$ cat config.mk
export PLATFORM = sky130hd
export DESIGN_NAME = morton_tile_detile_address
export DESIGN_NICKNAME = d
export VERILOG_FILES = /design/src/design/mtd_pkg.sv /design/src/design/mtd_cfg.sv /design/src/design/morton_tile_detile_address.sv
export SDC_FILE = /design/constraint.sdc
export NUM_CORES = 1
export LEC_CHECK = 0
export CORE_MARGIN = 5
export CORE_UTILIZATION = 40
export DETAILED_ROUTE_END_ITERATION = 8
export DONT_BUFFER_PORTS = 1
export GPL_TIMING_DRIVEN = 0
export HOLD_SLACK_MARGIN = 0.06
export PLACE_DENSITY = 0.63
export SYNTH_ARGS = -nofsm -noshare
export SYNTH_HDL_FRONTEND = slang
export SYNTH_SLANG_ARGS = --single-unit
$ cat constraint.sdc
create_clock -name clk -period 8.1 [get_ports clk]
set_input_delay 0.81 -clock clk [delete_from_list [all_inputs] [get_ports clk]]
set_output_delay 0.81 -clock clk [all_outputs]
set_load 0.02 [all_outputs]
$ cat src/design/mtd_pkg.sv
// shared widths, register and format codes, and the morton interleave
// for the morton tile detile address block
// no dependencies
package mtd_pkg;

    // field widths
    localparam int COORD_W = 13;
    localparam int DIM_W   = 14;
    localparam int FMT_W   = 5;
    localparam int OFS_W   = 31;
    localparam int BYTES_W = 5;
    localparam int SHIFT_W = 3;

    // configuration port
    localparam int CFG_INDEX_W = 8;
    localparam int CFG_DATA_W  = 14;

    // micro-tile side in blocks, a power of two
    localparam int MICRO_TILE   = 8;
    localparam int MT_LOG2      = $clog2(MICRO_TILE);
    localparam int Z_W          = 2 * MT_LOG2;
    localparam int TILE_COORD_W = COORD_W - MT_LOG2;
    localparam int TILES_W      = DIM_W - MT_LOG2 + 1;

    // register indexes
    localparam logic [CFG_INDEX_W-1:0] REG_WIDTH  = 8'd0;
    localparam logic [CFG_INDEX_W-1:0] REG_HEIGHT = 8'd1;
    localparam logic [CFG_INDEX_W-1:0] REG_FORMAT = 8'd2;
    localparam logic [CFG_INDEX_W-1:0] REG_TILED  = 8'd3;

    // first and last codes of the format ranges
    localparam logic [FMT_W-1:0] FMT_LAST_1B     = 5'd2;
    localparam logic [FMT_W-1:0] FMT_LAST_2B     = 5'd8;
    localparam logic [FMT_W-1:0] FMT_LAST_4B     = 5'd13;
    localparam logic [FMT_W-1:0] FMT_FIRST_BC    = 5'd14;
    localparam logic [FMT_W-1:0] FMT_LAST_8B_BC  = 5'd15;
    localparam logic [FMT_W-1:0] FMT_LAST_BC     = 5'd18;
    localparam logic [FMT_W-1:0] FMT_LAST_8B     = 5'd21;
    localparam logic [FMT_W-1:0] FMT_16B         = 5'd22;

    // log2 of bytes per block
    localparam logic [SHIFT_W-1:0] BPB_1  = 3'd0;
    localparam logic [SHIFT_W-1:0] BPB_2  = 3'd1;
    localparam logic [SHIFT_W-1:0] BPB_4  = 3'd2;
    localparam logic [SHIFT_W-1:0] BPB_8  = 3'd3;
    localparam logic [SHIFT_W-1:0] BPB_16 = 3'd4;

    // texture geometry derived from the configuration registers
    typedef struct packed {
        logic [DIM_W-1:0]   grid_cols;
        logic [DIM_W-1:0]   grid_rows;
        logic [TILES_W-1:0] tiles_x;
        logic [SHIFT_W-1:0] bpb_log2;
        logic               tiled;
    } mtd_geom_t;

    // interleave: x in even bits, y in odd bits
    function automatic logic [Z_W-1:0] morton(input logic [MT_LOG2-1:0] x,
                                              input logic [MT_LOG2-1:0] y);
        logic [Z_W-1:0] z;
        z = '0;
        for (int i = 0; i < MT_LOG2; i++)
        begin
            z[2*i]   = x[i];
            z[2*i+1] = y[i];
        end
        return z;
    endfunction

endpackage

$ cat src/design/mtd_cfg.sv
// configuration registers and derived texture geometry
// depends on mtd_pkg
module mtd_cfg (
    input  logic                            clk,
    input  logic                            rst_n,
    input  logic                            wr_en,
    input  logic [mtd_pkg::CFG_INDEX_W-1:0] wr_index,
    input  logic [mtd_pkg::CFG_DATA_W-1:0]  wr_data,
    output mtd_pkg::mtd_geom_t              geom
);
    import mtd_pkg::*;

    logic [DIM_W-1:0] width_reg, width_next;
    logic [DIM_W-1:0] height_reg, height_next;
    logic [FMT_W-1:0] format_reg, format_next;
    logic             tiled_reg, tiled_next;

    logic             four_by_four;
    logic [DIM_W:0]   tiles_sum;
    logic [DIM_W-1:0]   grid_cols, grid_rows;
    logic [TILES_W-1:0] tiles_x;
    logic [SHIFT_W-1:0] bpb_log2;

    // register writes, unknown indexes ignored
    always_comb
    begin
        width_next  = width_reg;
        height_next = height_reg;
        format_next = format_reg;
        tiled_next  = tiled_reg;
        if (wr_en)
        begin
            case (wr_index)
                REG_WIDTH:  width_next  = wr_data[DIM_W-1:0];
                REG_HEIGHT: height_next = wr_data[DIM_W-1:0];
                REG_FORMAT: format_next = wr_data[FMT_W-1:0];
                REG_TILED:  tiled_next  = wr_data[0];
                default:    ;
            endcase
        end
    end

    always_ff @(posedge clk or negedge rst_n)
    begin
        if (!rst_n)
        begin
            width_reg  <= DIM_W'(1);
            height_reg <= DIM_W'(1);
            format_reg <= '0;
            tiled_reg  <= 1'b1;
        end
        else
        begin
            width_reg  <= width_next;
            height_reg <= height_next;
            format_reg <= format_next;
            tiled_reg  <= tiled_next;
        end
    end

    // compressed formats cover 4x4 texels per block
    assign four_by_four = (format_reg >= FMT_FIRST_BC) && (format_reg <= FMT_LAST_BC);

    // block grid, rounded up
    always_comb
    begin
        if (four_by_four)
        begin
            grid_cols = DIM_W'(({1'b0, width_reg} + (DIM_W+1)'(3)) >> 2);
            grid_rows = DIM_W'(({1'b0, height_reg} + (DIM_W+1)'(3)) >> 2);
        end
        else
        begin
            grid_cols = width_reg;
            grid_rows = height_reg;
        end
    end

    // micro-tiles per row, rounded up
    assign tiles_sum = {1'b0, grid_cols} + (DIM_W+1)'(MICRO_TILE - 1);
    assign tiles_x   = TILES_W'(tiles_sum >> MT_LOG2);

    // bytes per block as a shift amount
    always_comb
    begin
        if (format_reg <= FMT_LAST_1B)
            bpb_log2 = BPB_1;
        else if (format_reg <= FMT_LAST_2B)
            bpb_log2 = BPB_2;
        else if (format_reg <= FMT_LAST_4B)
            bpb_log2 = BPB_4;
        else if (format_reg <= FMT_LAST_8B_BC)
            bpb_log2 = BPB_8;
        else if (format_reg <= FMT_LAST_BC)
            bpb_log2 = BPB_16;
        else if (format_reg <= FMT_LAST_8B)
            bpb_log2 = BPB_8;
        else if (format_reg == FMT_16B)
            bpb_log2 = BPB_16;
        else
            bpb_log2 = BPB_4;
    end

    // geometry bundle, fields in declaration order
    assign geom = {grid_cols, grid_rows, tiles_x, bpb_log2, tiled_reg};

endmodule

$ cat src/design/morton_tile_detile_address.sv
// morton tile detile address generator, top level
// a result reaches the master side through the stage 1, 2, 3 and 4 registers
// throughput: one block coordinate per cycle while the master side accepts, set by the
// four-stage pipeline (check and interleave, multiply, add, scale); a stall holds the full stages
// reset: width 1, height 1, format 0, tiled mode on, pipeline empty
// depends on mtd_pkg and mtd_cfg
module morton_tile_detile_address (
    input  logic                            clk,
    input  logic                            rst_n,
    // configuration write channel
    input  logic                            cfg_valid,
    output logic                            cfg_ready,
    input  logic [mtd_pkg::CFG_INDEX_W-1:0] cfg_index,
    input  logic [mtd_pkg::CFG_DATA_W-1:0]  cfg_data,
    // block coordinates
    input  logic                            s_axis_tvalid,
    output logic                            s_axis_tready,
    input  logic [31:0]                     s_axis_tdata,  // block_x[12:0], block_y[25:13]
    // block offsets
    output logic                            m_axis_tvalid,
    input  logic                            m_axis_tready,
    output logic [71:0]                     m_axis_tdata,  // source_offset[30:0],
                                                           // linear_offset[61:31],
                                                           // block_bytes[66:62]
    output logic                            m_axis_tuser   // outside_grid[0]
);
    import mtd_pkg::*;

    localparam int LIN_ROW_W  = COORD_W + DIM_W;
    localparam int TILE_ROW_W = TILE_COORD_W + TILES_W;
    localparam int OUT_DATA_W = 2 * OFS_W + BYTES_W;

    mtd_geom_t geom;

    logic en1, en2, en3, en4;

    logic                  s1_valid_reg;
    logic [COORD_W-1:0]    s1_bx_reg, s1_by_reg;
    logic [Z_W-1:0]        s1_z_reg;
    logic                  s1_outside_reg;

    logic                  s2_valid_reg;
    logic [LIN_ROW_W-1:0]  s2_lin_row_reg;
    logic [TILE_ROW_W-1:0] s2_tile_row_reg;
    logic [COORD_W-1:0]    s2_bx_reg;
    logic [Z_W-1:0]        s2_z_reg;
    logic                  s2_outside_reg;

    logic                  s3_valid_reg;
    logic [OFS_W-1:0]      s3_lin_idx_reg, s3_src_idx_reg;
    logic                  s3_outside_reg;

    logic                  s4_valid_reg;
    logic [OFS_W-1:0]      s4_src_reg, s4_lin_reg;
    logic [BYTES_W-1:0]    s4_bytes_reg;
    logic                  s4_outside_reg;

    logic [COORD_W-1:0]    in_bx, in_by;
    logic [Z_W-1:0]        s1_z_next;
    logic                  s1_outside_next;
    logic [OFS_W-1:0]      s3_tile_idx;
    logic [OFS_W-1:0]      s4_lin_next, s4_src_next;

    // configuration registers, always ready
    assign cfg_ready = 1'b1;

    mtd_cfg u_cfg (
        .clk      (clk),
        .rst_n    (rst_n),
        .wr_en    (cfg_valid),
        .wr_index (cfg_index),
        .wr_data  (cfg_data),
        .geom     (geom)
    );

    // stage enables: a stage loads when empty or when it moves on
    assign en4 = !s4_valid_reg || m_axis_tready;
    assign en3 = !s3_valid_reg || en4;
    assign en2 = !s2_valid_reg || en3;
    assign en1 = !s1_valid_reg || en2;
    assign s_axis_tready = en1;

    // valid bits
    always_ff @(posedge clk or negedge rst_n)
    begin
        if (!rst_n)
        begin
            s1_valid_reg <= 1'b0;
            s2_valid_reg <= 1'b0;
            s3_valid_reg <= 1'b0;
            s4_valid_reg <= 1'b0;
        end
        else
        begin
            if (en1)
                s1_valid_reg <= s_axis_tvalid;
            if (en2)
                s2_valid_reg <= s1_valid_reg;
            if (en3)
                s3_valid_reg <= s2_valid_reg;
            if (en4)
                s4_valid_reg <= s3_valid_reg;
        end
    end

    // stage 1: grid check and in-tile interleave
    assign in_bx = s_axis_tdata[COORD_W-1:0];
    assign in_by = s_axis_tdata[2*COORD_W-1:COORD_W];
    assign s1_z_next = morton(in_bx[MT_LOG2-1:0], in_by[MT_LOG2-1:0]);
    assign s1_outside_next = (DIM_W'(in_bx) >= geom.grid_cols) ||
                             (DIM_W'(in_by) >= geom.grid_rows);

    always_ff @(posedge clk)
    begin
        if (en1 && s_axis_tvalid)
        begin
            s1_bx_reg      <= in_bx;
            s1_by_reg      <= in_by;
            s1_z_reg       <= s1_z_next;
            s1_outside_reg <= s1_outside_next;
        end
    end

    // stage 2: row products for the linear and tiled layouts
    always_ff @(posedge clk)
    begin
        if (en2 && s1_valid_reg)
        begin
            s2_lin_row_reg  <= LIN_ROW_W'(s1_by_reg) * LIN_ROW_W'(geom.grid_cols);
            s2_tile_row_reg <= TILE_ROW_W'(s1_by_reg[COORD_W-1:MT_LOG2]) *
                               TILE_ROW_W'(geom.tiles_x);
            s2_bx_reg       <= s1_bx_reg;
            s2_z_reg        <= s1_z_reg;
            s2_outside_reg  <= s1_outside_reg;
        end
    end

    // stage 3: block indexes in both layouts
    assign s3_tile_idx = OFS_W'(s2_tile_row_reg) + OFS_W'(s2_bx_reg[COORD_W-1:MT_LOG2]);

    always_ff @(posedge clk)
    begin
        if (en3 && s2_valid_reg)
        begin
            s3_lin_idx_reg <= OFS_W'(s2_lin_row_reg) + OFS_W'(s2_bx_reg);
            s3_src_idx_reg <= (s3_tile_idx << Z_W) | OFS_W'(s2_z_reg);
            s3_outside_reg <= s2_outside_reg;
        end
    end

    // stage 4: scale by bytes per block, zero outside the grid
    always_comb
    begin
        s4_lin_next = s3_lin_idx_reg << geom.bpb_log2;
        if (geom.tiled)
            s4_src_next = s3_src_idx_reg << geom.bpb_log2;
        else
            s4_src_next = s4_lin_next;
        if (s3_outside_reg)
        begin
            s4_lin_next = '0;
            s4_src_next = '0;
        end
    end

    always_ff @(posedge clk)
    begin
        if (en4 && s3_valid_reg)
        begin
            s4_src_reg     <= s4_src_next;
            s4_lin_reg     <= s4_lin_next;
            s4_bytes_reg   <= BYTES_W'(1) << geom.bpb_log2;
            s4_outside_reg <= s3_outside_reg;
        end
    end

    // master side
    assign m_axis_tvalid = s4_valid_reg;
    assign m_axis_tdata  = {(72 - OUT_DATA_W)'(0), s4_bytes_reg, s4_lin_reg, s4_src_reg};
    assign m_axis_tuser  = s4_outside_reg;

endmodule

==> results of run 1 <==
==> cells by family (layout without fill, tap and decap cells) <==
kind of cell	Yosys count	after routing	synth area share, %
buf+inv	380	445	6.363
xor+xnor	83	83	3.342
simple gates	763	763	15.65
other cells	2	7	0.03267
fa+ha+maj	390	390	28.15
compound gates	332	332	9.819
flops	257	257	32.76
mux	86	86	3.881
==> metrics by stage <==
step	setup TNS (ps)	hold WS, ps
global placement	-869.9	407.5
global route	-109.9	60.39
finish	0	84.78
floorplan	0	400.3
detailed placement	-1636	404.5
CTS	0	65.25
==> path summary, 6_finish.rpt <==
| kind | from | to | slack (ps) | depth (start not counted) |
|---|---|---|---|---|
| min in group clk | s_axis_tdata[19] | s1_by_reg[6] | 340 | 0 |
| setup / recovery | u_cfg.width_reg[0] | s2_tile_row_reg[17] | 340 | 27 |
| max in group asynchronous | rst_n | u_cfg.width_reg[4] | 7130 | 2 |
| hold / removal | rst_n | u_cfg.height_reg[0] | 80 | 0 |
| setup reg to reg | u_cfg.width_reg[0] | s2_tile_row_reg[17] | 340 | 27 |
| hold reg to reg | s1_bx_reg[2] | s2_bx_reg[2] | 420 | 0 |
==> metal layers <==
| metal | up-vias | GRT usage [%] | wire length, um |
|---|---|---|---|
| li1 | 7857 | - | - |
| met1 | 8235 | 25.04 | 25540 |
| met2 | 676 | 31.30 | 28270 |
| met3 | 134 | 5.206 | 5468 |
| met4 | 2 | 7.792 | 2943 |
| met5 | - | 0 | 13 |
==> repair_timing <==
| item | in CTS | in global routing |
|---|---|---|
| endpoints found under the hold margin | 35 | 0 |
| buffers inserted | 3 | 3 |
| pin swaps | 3 | 3 |
| resized for setup | 10 | 21 |
| endpoints found under the setup margin | 6 | 16 |
| hold buffers | 2 | 0 |
==> critical path: cells and delay by family (launching register included) <==
family,cells,cell delay [ps]
compound gates,9,2030
flops,1,610
xor+xnor,1,260
fa+ha+maj,6,2880
simple gates,6,1550
buf+inv,5,250
==> where the power goes <==
group          leakage [nW]  switching [W]  total, W  internal [W]
logic                  7.97        0.00497   0.00847       0.00350
clock network         0.440       0.000558   0.00126      0.000702
registers              2.61       0.000288   0.00255       0.00226
==> layout by cell type, fill, tap and decap left out, types with 11 or more instances in the layout <==
master,n
sky130_fd_sc_hd__edfxtp_1,219
sky130_fd_sc_hd__inv_1,277
sky130_fd_sc_hd__o22ai_1,11
sky130_fd_sc_hd__mux2_2,25
sky130_fd_sc_hd__and2_1,127
sky130_fd_sc_hd__ha_1,178
sky130_fd_sc_hd__o21ai_0,57
sky130_fd_sc_hd__mux2i_1,61
sky130_fd_sc_hd__nor2b_1,19
sky130_fd_sc_hd__a21oi_1,67
sky130_fd_sc_hd__a21o_1,32
sky130_fd_sc_hd__clkbuf_1,81
sky130_fd_sc_hd__buf_4,13
sky130_fd_sc_hd__a211oi_1,32
sky130_fd_sc_hd__and3_1,31
sky130_fd_sc_hd__nor2_1,147
sky130_fd_sc_hd__xnor2_1,52
sky130_fd_sc_hd__a311oi_1,22
sky130_fd_sc_hd__a31oi_1,32
sky130_fd_sc_hd__o21a_1,11
sky130_fd_sc_hd__nand4_1,14
sky130_fd_sc_hd__nor3_1,24
sky130_fd_sc_hd__dfrtp_1,35
sky130_fd_sc_hd__nand3_1,44
sky130_fd_sc_hd__clkbuf_16,29
sky130_fd_sc_hd__xor2_1,24
sky130_fd_sc_hd__nand2b_1,14
sky130_fd_sc_hd__nand2_1,305
sky130_fd_sc_hd__fa_1,212
==> cell type report <==
| class | instances | area [um2] |
|---|---|---|
| Clock inverter | 21 | 190.2 |
| Clock buffer | 32 | 737.0 |
| Timing Repair Buffer | 12 | 162.7 |
| Buffer | 103 | 429.2 |
| Sequential cell | 257 | 7531 |
| Antenna cell | 1 | 2.502 |
| Tap cell | 756 | 945.9 |
| Multi-Input combinational cell | 1660 | 14150 |
| Fill cell | 5342 | 31530 |
| Inverter | 277 | 1040 |
==> impl_results.rst, run 1 <==
.. list-table::
   :header-rows: 1

   * - Metric
     - Value
   * - Tmin final
     - 7757 ps
   * - Crit path largest cell delay
     - 610 ps
   * - Layout overhead on the synthesized area
     - 9.557%
   * - Proportion of synthesized flip-flops having asynchronous set or reset
     - 14.79%
   * - Global-route wire length before repair
     - 96840 um
   * - Share of final-layout standard cells stronger than drive strength 1
     - 5.843%
   * - Slew Limit Fails
     - 0
   * - Total Die Area
     - 62370 um2
   * - Most instantiated library cell after synthesis
     - sky130_fd_sc_hd__nand2_1
   * - Deepest level of the CTS H-tree
     - 1
   * - Outcome
     - finished clean
   * - Final number of hold-violating endpoints
     - 0
   * - Number of nets in the finished design
     - 2789
   * - Total power divided by cell area
     - 487.5 nW/um2
   * - Slowest CP cell
     - sky130_fd_sc_hd__dfstp_2
   * - Placed cell areas
     - 24050 um2
   * - Top cells by area in the synthesized netlist
     - sky130_fd_sc_hd__edfxtp_1, sky130_fd_sc_hd__fa_1, sky130_fd_sc_hd__ha_1
   * - Placeable core area
     - 56710 um2
   * - Number of enable flip-flop cells after synthesis
     - 219
   * - Post-route standard cell area excluding fillers
     - 25190 um2
   * - Leakage Power
     - 11.02 nW
   * - Worst setup path class
     - reg2reg
   * - Finished Core Util
     - 44.41%
   * - Gr usage total
     - 19.43%
   * - Gpl congestion
     - 0.9995
   * - Number of buffers inserted by port buffering
     - 0
   * - Cell area after synthesis
     - 22990 um2
   * - Clock transition time at the flip-flop clock pins of the worst setup and hold paths
     - 60 ps
   * - Number of sinks handled by clock tree synthesis
     - 257
   * - Hold/Removal Path Class
     - in2async
   * - # Max-Cap Violations
     - 0
   * - Routed length per instance
     - 19.95 um
   * - CTS root buffer
     - sky130_fd_sc_hd__clkbuf_16
   * - Post-Place Setup Slack
     - -495.7 ps
   * - Post-synthesis sequential area ratio
     - 32.76%
   * - Number of distinct standard cells referenced by the synthesized netlist
     - 77
   * - Floorplan die width
     - 249.7 um
   * - Half-perimeter wire length of the detailed placement result
     - 50440 um
   * - Worst EP required
     - 8520 ps
   * - Starting Density
     - 40.53%
   * - Antenna viol nets, final
     - 0
   * - Sum of routed wire length over all layers
     - 62240 um
   * - Overall power after layout
     - 0.01228 W
   * - Flip-flop cell with the highest count after synthesis
     - sky130_fd_sc_hd__edfxtp_1
   * - Share of the clock period used by the worst path after layout
     - 95.76%
   * - Vias in the first global route
     - 17010
   * - Headroom to the max-slew limit
     - 15.88%
   * - Area share of the largest cell type after synthesis
     - 28.61%
   * - Maximum fanout count along the critical path
     - 8
   * - Detailed router's first-iteration violation count
     - 1224
   * - Number of setup violations in the final report
     - 0
   * - Post-route worst setup slack
     - 343.5 ps
   * - Arr. time, crit path
     - 8180 ps
   * - Clock latency on the worst-skew pair
     - 580 ps
   * - Instance count of the mapped netlist
     - 2293
   * - Largest voltage drop on the vdd net
     - 0.4342 mV
   * - Top cell types by occurrence after synthesis
     - sky130_fd_sc_hd__nand2_1, sky130_fd_sc_hd__inv_1, sky130_fd_sc_hd__edfxtp_1
   * - Maximum number of pins on one net before global-route repair
     - 45
   * - CP endpoint kind
     - flop
   * - Number of antenna violations at the first check in global routing
     - 1
   * - Via count of the routed design
     - 16900
   * - Cell type with the largest total area after synthesis
     - sky130_fd_sc_hd__edfxtp_1
   * - Clock Path Buffers
     - 3
   * - Final global-route overflow total
     - 0
   * - DRC violations left
     - 0
   * - Top-level port count
     - 135
   * - Instance count after placement with tap cells included
     - 3057
   * - Fmax
     - 0.1289 GHz
   * - Num rows
     - 87
   * - Max Clock Skew
     - 31.50 ps
   * - Avg Synthesized Cell Area
     - 10.03 um2
   * - Cell Count, Final, Fillers Out
     - 3119
   * - Average via count per standard cell
     - 5.420
   * - RSZ-0062 raised after global routing
     - true
   * - Flops & latches, synth
     - 257
   * - Die outline height
     - 249.7 um
   * - Clock tree from TritonCTS
     - built
   * - Total number of yosys warnings
     - 0
   * - Drt first pass iters
     - 6
   * - Transition time of the tightest slew-check pin
     - 1262 ps
   * - Number of clock buffers inserted by TritonCTS
     - 29
   * - Kind of start point of the critical path
     - flop
Note: power is estimated with default switching activity, not from simulation.
==> inputs of run 2 (changes only) <==
GPL_ROUTABILITY_DRIVEN = 0   (was not set)
RECOVER_POWER = 25   (was not set)
==> run 2 against run 1 <==
The run now ends with capacitance limit, slew limit left. Global-route usage down 0.15 points. Clock-buffer cell count did not move. Clock skew shrank 15 ps. Flip-flop and latch count is the same. Sequential share of layout area is essentially flat. Hold slack gained 3.2 ps. Highest routed layer unchanged. Via count up 0.31%. Utilization barely moved. Critical path depth did not move. Die area is the same. Register-to-register slack worse by 60 ps. First-iteration DRC count is 11% lower.
==> impl_results.rst, run 2 (synthesized netlist as in run 1, its figures left out) <==
.. list-table::
   :header-rows: 1

   * - Metric
     - Value
   * - Average via count per standard cell
     - 5.425
   * - Clock transition time at the flip-flop clock pins of the worst setup and hold paths
     - 60 ps
   * - Most common cell after layout, fill and taps aside
     - sky130_fd_sc_hd__nand2_1
   * - Critical path buffers and inverters
     - 5
   * - Post-route worst setup slack
     - 280.4 ps
   * - Leading cell types in the layout, fill and taps excluded
     - sky130_fd_sc_hd__nand2_1, sky130_fd_sc_hd__inv_1, sky130_fd_sc_hd__edfxtp_1
   * - Final global-route overflow total
     - 0
   * - Placeable core area
     - 56710 um2
   * - Kind of start point of the critical path
     - flop
   * - Worst EP required
     - 8510 ps
   * - Crit Reg-Reg Endpoint
     - s2_tile_row_reg[17]
   * - Crit path largest cell delay
     - 610 ps
   * - Top-level port count
     - 135
   * - Critical path capture point
     - s2_tile_row_reg[17]
   * - Gr usage total
     - 19.28%
   * - Delay-heaviest family, CP
     - adder cells
   * - Number of antenna violations at the first check in global routing
     - 2
   * - Starting Density
     - 40.53%
   * - Half-perimeter wire length of the detailed placement result
     - 49580 um
   * - RSZ-0062 raised after global routing
     - false
   * - Fill cell total of the finished layout
     - 5274
   * - Worst setup path class
     - reg2reg
   * - Num rows
     - 87
   * - Number of nets in the finished design
     - 2791
   * - Maximum number of pins on one net before global-route repair
     - 45
   * - CTS root buffer
     - sky130_fd_sc_hd__clkbuf_16
   * - Layout overhead on the synthesized area
     - 9.601%
   * - DRC violations left
     - 0
   * - Slew Limit Fails
     - 107
   * - Deepest level of the CTS H-tree
     - 1
   * - Headroom to the max-slew limit
     - -40.27%
   * - # Max-Cap Violations
     - 3
   * - Drt first pass iters
     - 5
   * - Hold/Removal Path Class
     - in2async
   * - Antenna viol nets, final
     - 0
   * - Cell Count, Final, Fillers Out
     - 3126
   * - CP endpoint kind
     - flop
   * - Clock latency on the worst-skew pair
     - 570 ps
   * - Sum of routed wire length over all layers
     - 61440 um
   * - Clock Path Buffers
     - 3
   * - Reg-to-Reg Start
     - u_cfg.width_reg[0]
   * - R2R depth
     - 27
   * - Number of sinks handled by clock tree synthesis
     - 257
   * - Instance count after placement with tap cells included
     - 3057
   * - Total number of cells along the worst setup path
     - 27
   * - Number of setup violations in the final report
     - 0
   * - Max Clock Skew
     - 16.52 ps
   * - Fmax
     - 0.1279 GHz
   * - Total Die Area
     - 62370 um2
   * - Outcome
     - finished, violations left
   * - Post-Place Setup Slack
     - -547.1 ps
   * - Number of clock buffers inserted by TritonCTS
     - 29
   * - Vias in the first global route
     - 17210
   * - Failing checks
     - capacitance limit, slew limit
   * - Routed length per instance
     - 19.66 um
   * - Floorplan die width
     - 249.7 um
   * - Final number of hold-violating endpoints
     - 0
   * - Share of the clock period used by the worst path after layout
     - 96.54%
   * - Arr. time, crit path
     - 8230 ps
   * - Tmin final
     - 7820 ps
   * - Critical Path Start
     - u_cfg.width_reg[0]
   * - Global-route wire length before repair
     - 96590 um
   * - Detailed router's first-iteration violation count
     - 1091
   * - Slowest CP cell
     - sky130_fd_sc_hd__dfstp_2
   * - Transition time of the tightest slew-check pin
     - 2104 ps
   * - Share of final-layout standard cells stronger than drive strength 1
     - 6.047%
   * - Setup slack of the most critical reg-to-reg path
     - 280 ps
   * - Die outline height
     - 249.7 um
   * - Maximum fanout count along the critical path
     - 8
   * - Number of buffers inserted by port buffering
     - 0
   * - Clock tree from TritonCTS
     - built
   * - Via count of the routed design
     - 16960
-- run 2: how the worst min path moves through the flow --
stage / from / endpoint / slack (ps) / cells after the start
2_1_floorplan: s1_bx_reg[0] / s2_bx_reg[0] / 400 / 0
3_3_place_gp: s1_bx_reg[5] / s2_bx_reg[5] / 410 / 0
3_5_place_dp: s1_bx_reg[4] / s2_bx_reg[4] / 410 / 0
4_1_cts: rst_n / u_cfg.tiled_reg / 60 / 0
5_1_grt: rst_n / u_cfg.height_reg[0] / 60 / 0
6_report: rst_n / u_cfg.tiled_reg / 90 / 0
-- run 2: area by class of cell --
cell class / instances / area, um2 / area share, %
Clock buffer: 32 / 737.0 / 2.925
Antenna cell: 5 / 12.51 / 0.04966
Sequential cell: 257 / 7532 / 29.90
Inverter: 277 / 1040 / 4.127
Tap cell: 756 / 945.9 / 3.754
Clock inverter: 22 / 206.4 / 0.8194
Timing Repair Buffer: 15 / 136.4 / 0.5413
Buffer: 102 / 429.2 / 1.703
Multi-Input combinational cell: 1660 / 14160 / 56.19
-- run 2: stage by stage --
stage | util (%) | area (um2) | hold WS (ps) | setup TNS (ps)
6_report | 44.43 | 25200 | 87.99 | 0
5_1_grt | 44.40 | 25180 | 63.77 | 0
4_1_cts | 44.29 | 25120 | 61.03 | 0
3_5_place_dp | 42.39 | 24040 | 405.4 | -1655
3_3_place_gp | 42.23 | 23950 | 406.7 | -587.0
2_1_floorplan | - | 23000 | 400.3 | 0
-- run 2: routing by layer --
metal | wire length (um) | track usage [%] | vias up
met5 | 35 | 0 | -
met4 | 2516 | 6.585 | 2
met3 | 5868 | 5.664 | 150
li1 | - | - | 7867
met1 | 24930 | 24.58 | 8217
met2 | 28090 | 31.56 | 721
-- run 2: what timing repair did --
action	in CTS	in global routing
buffers inserted	3	5
resized for setup	13	25
gates cloned	0	0
hold buffers	2	0
setup endpoints to repair	6	12
pin swaps	3	5
endpoints found under the hold margin	35	0
Power of run 2 is left out: the tool's default activity adds up to more than one toggle a clock period on the data nets, which glitch-free logic cannot reach.
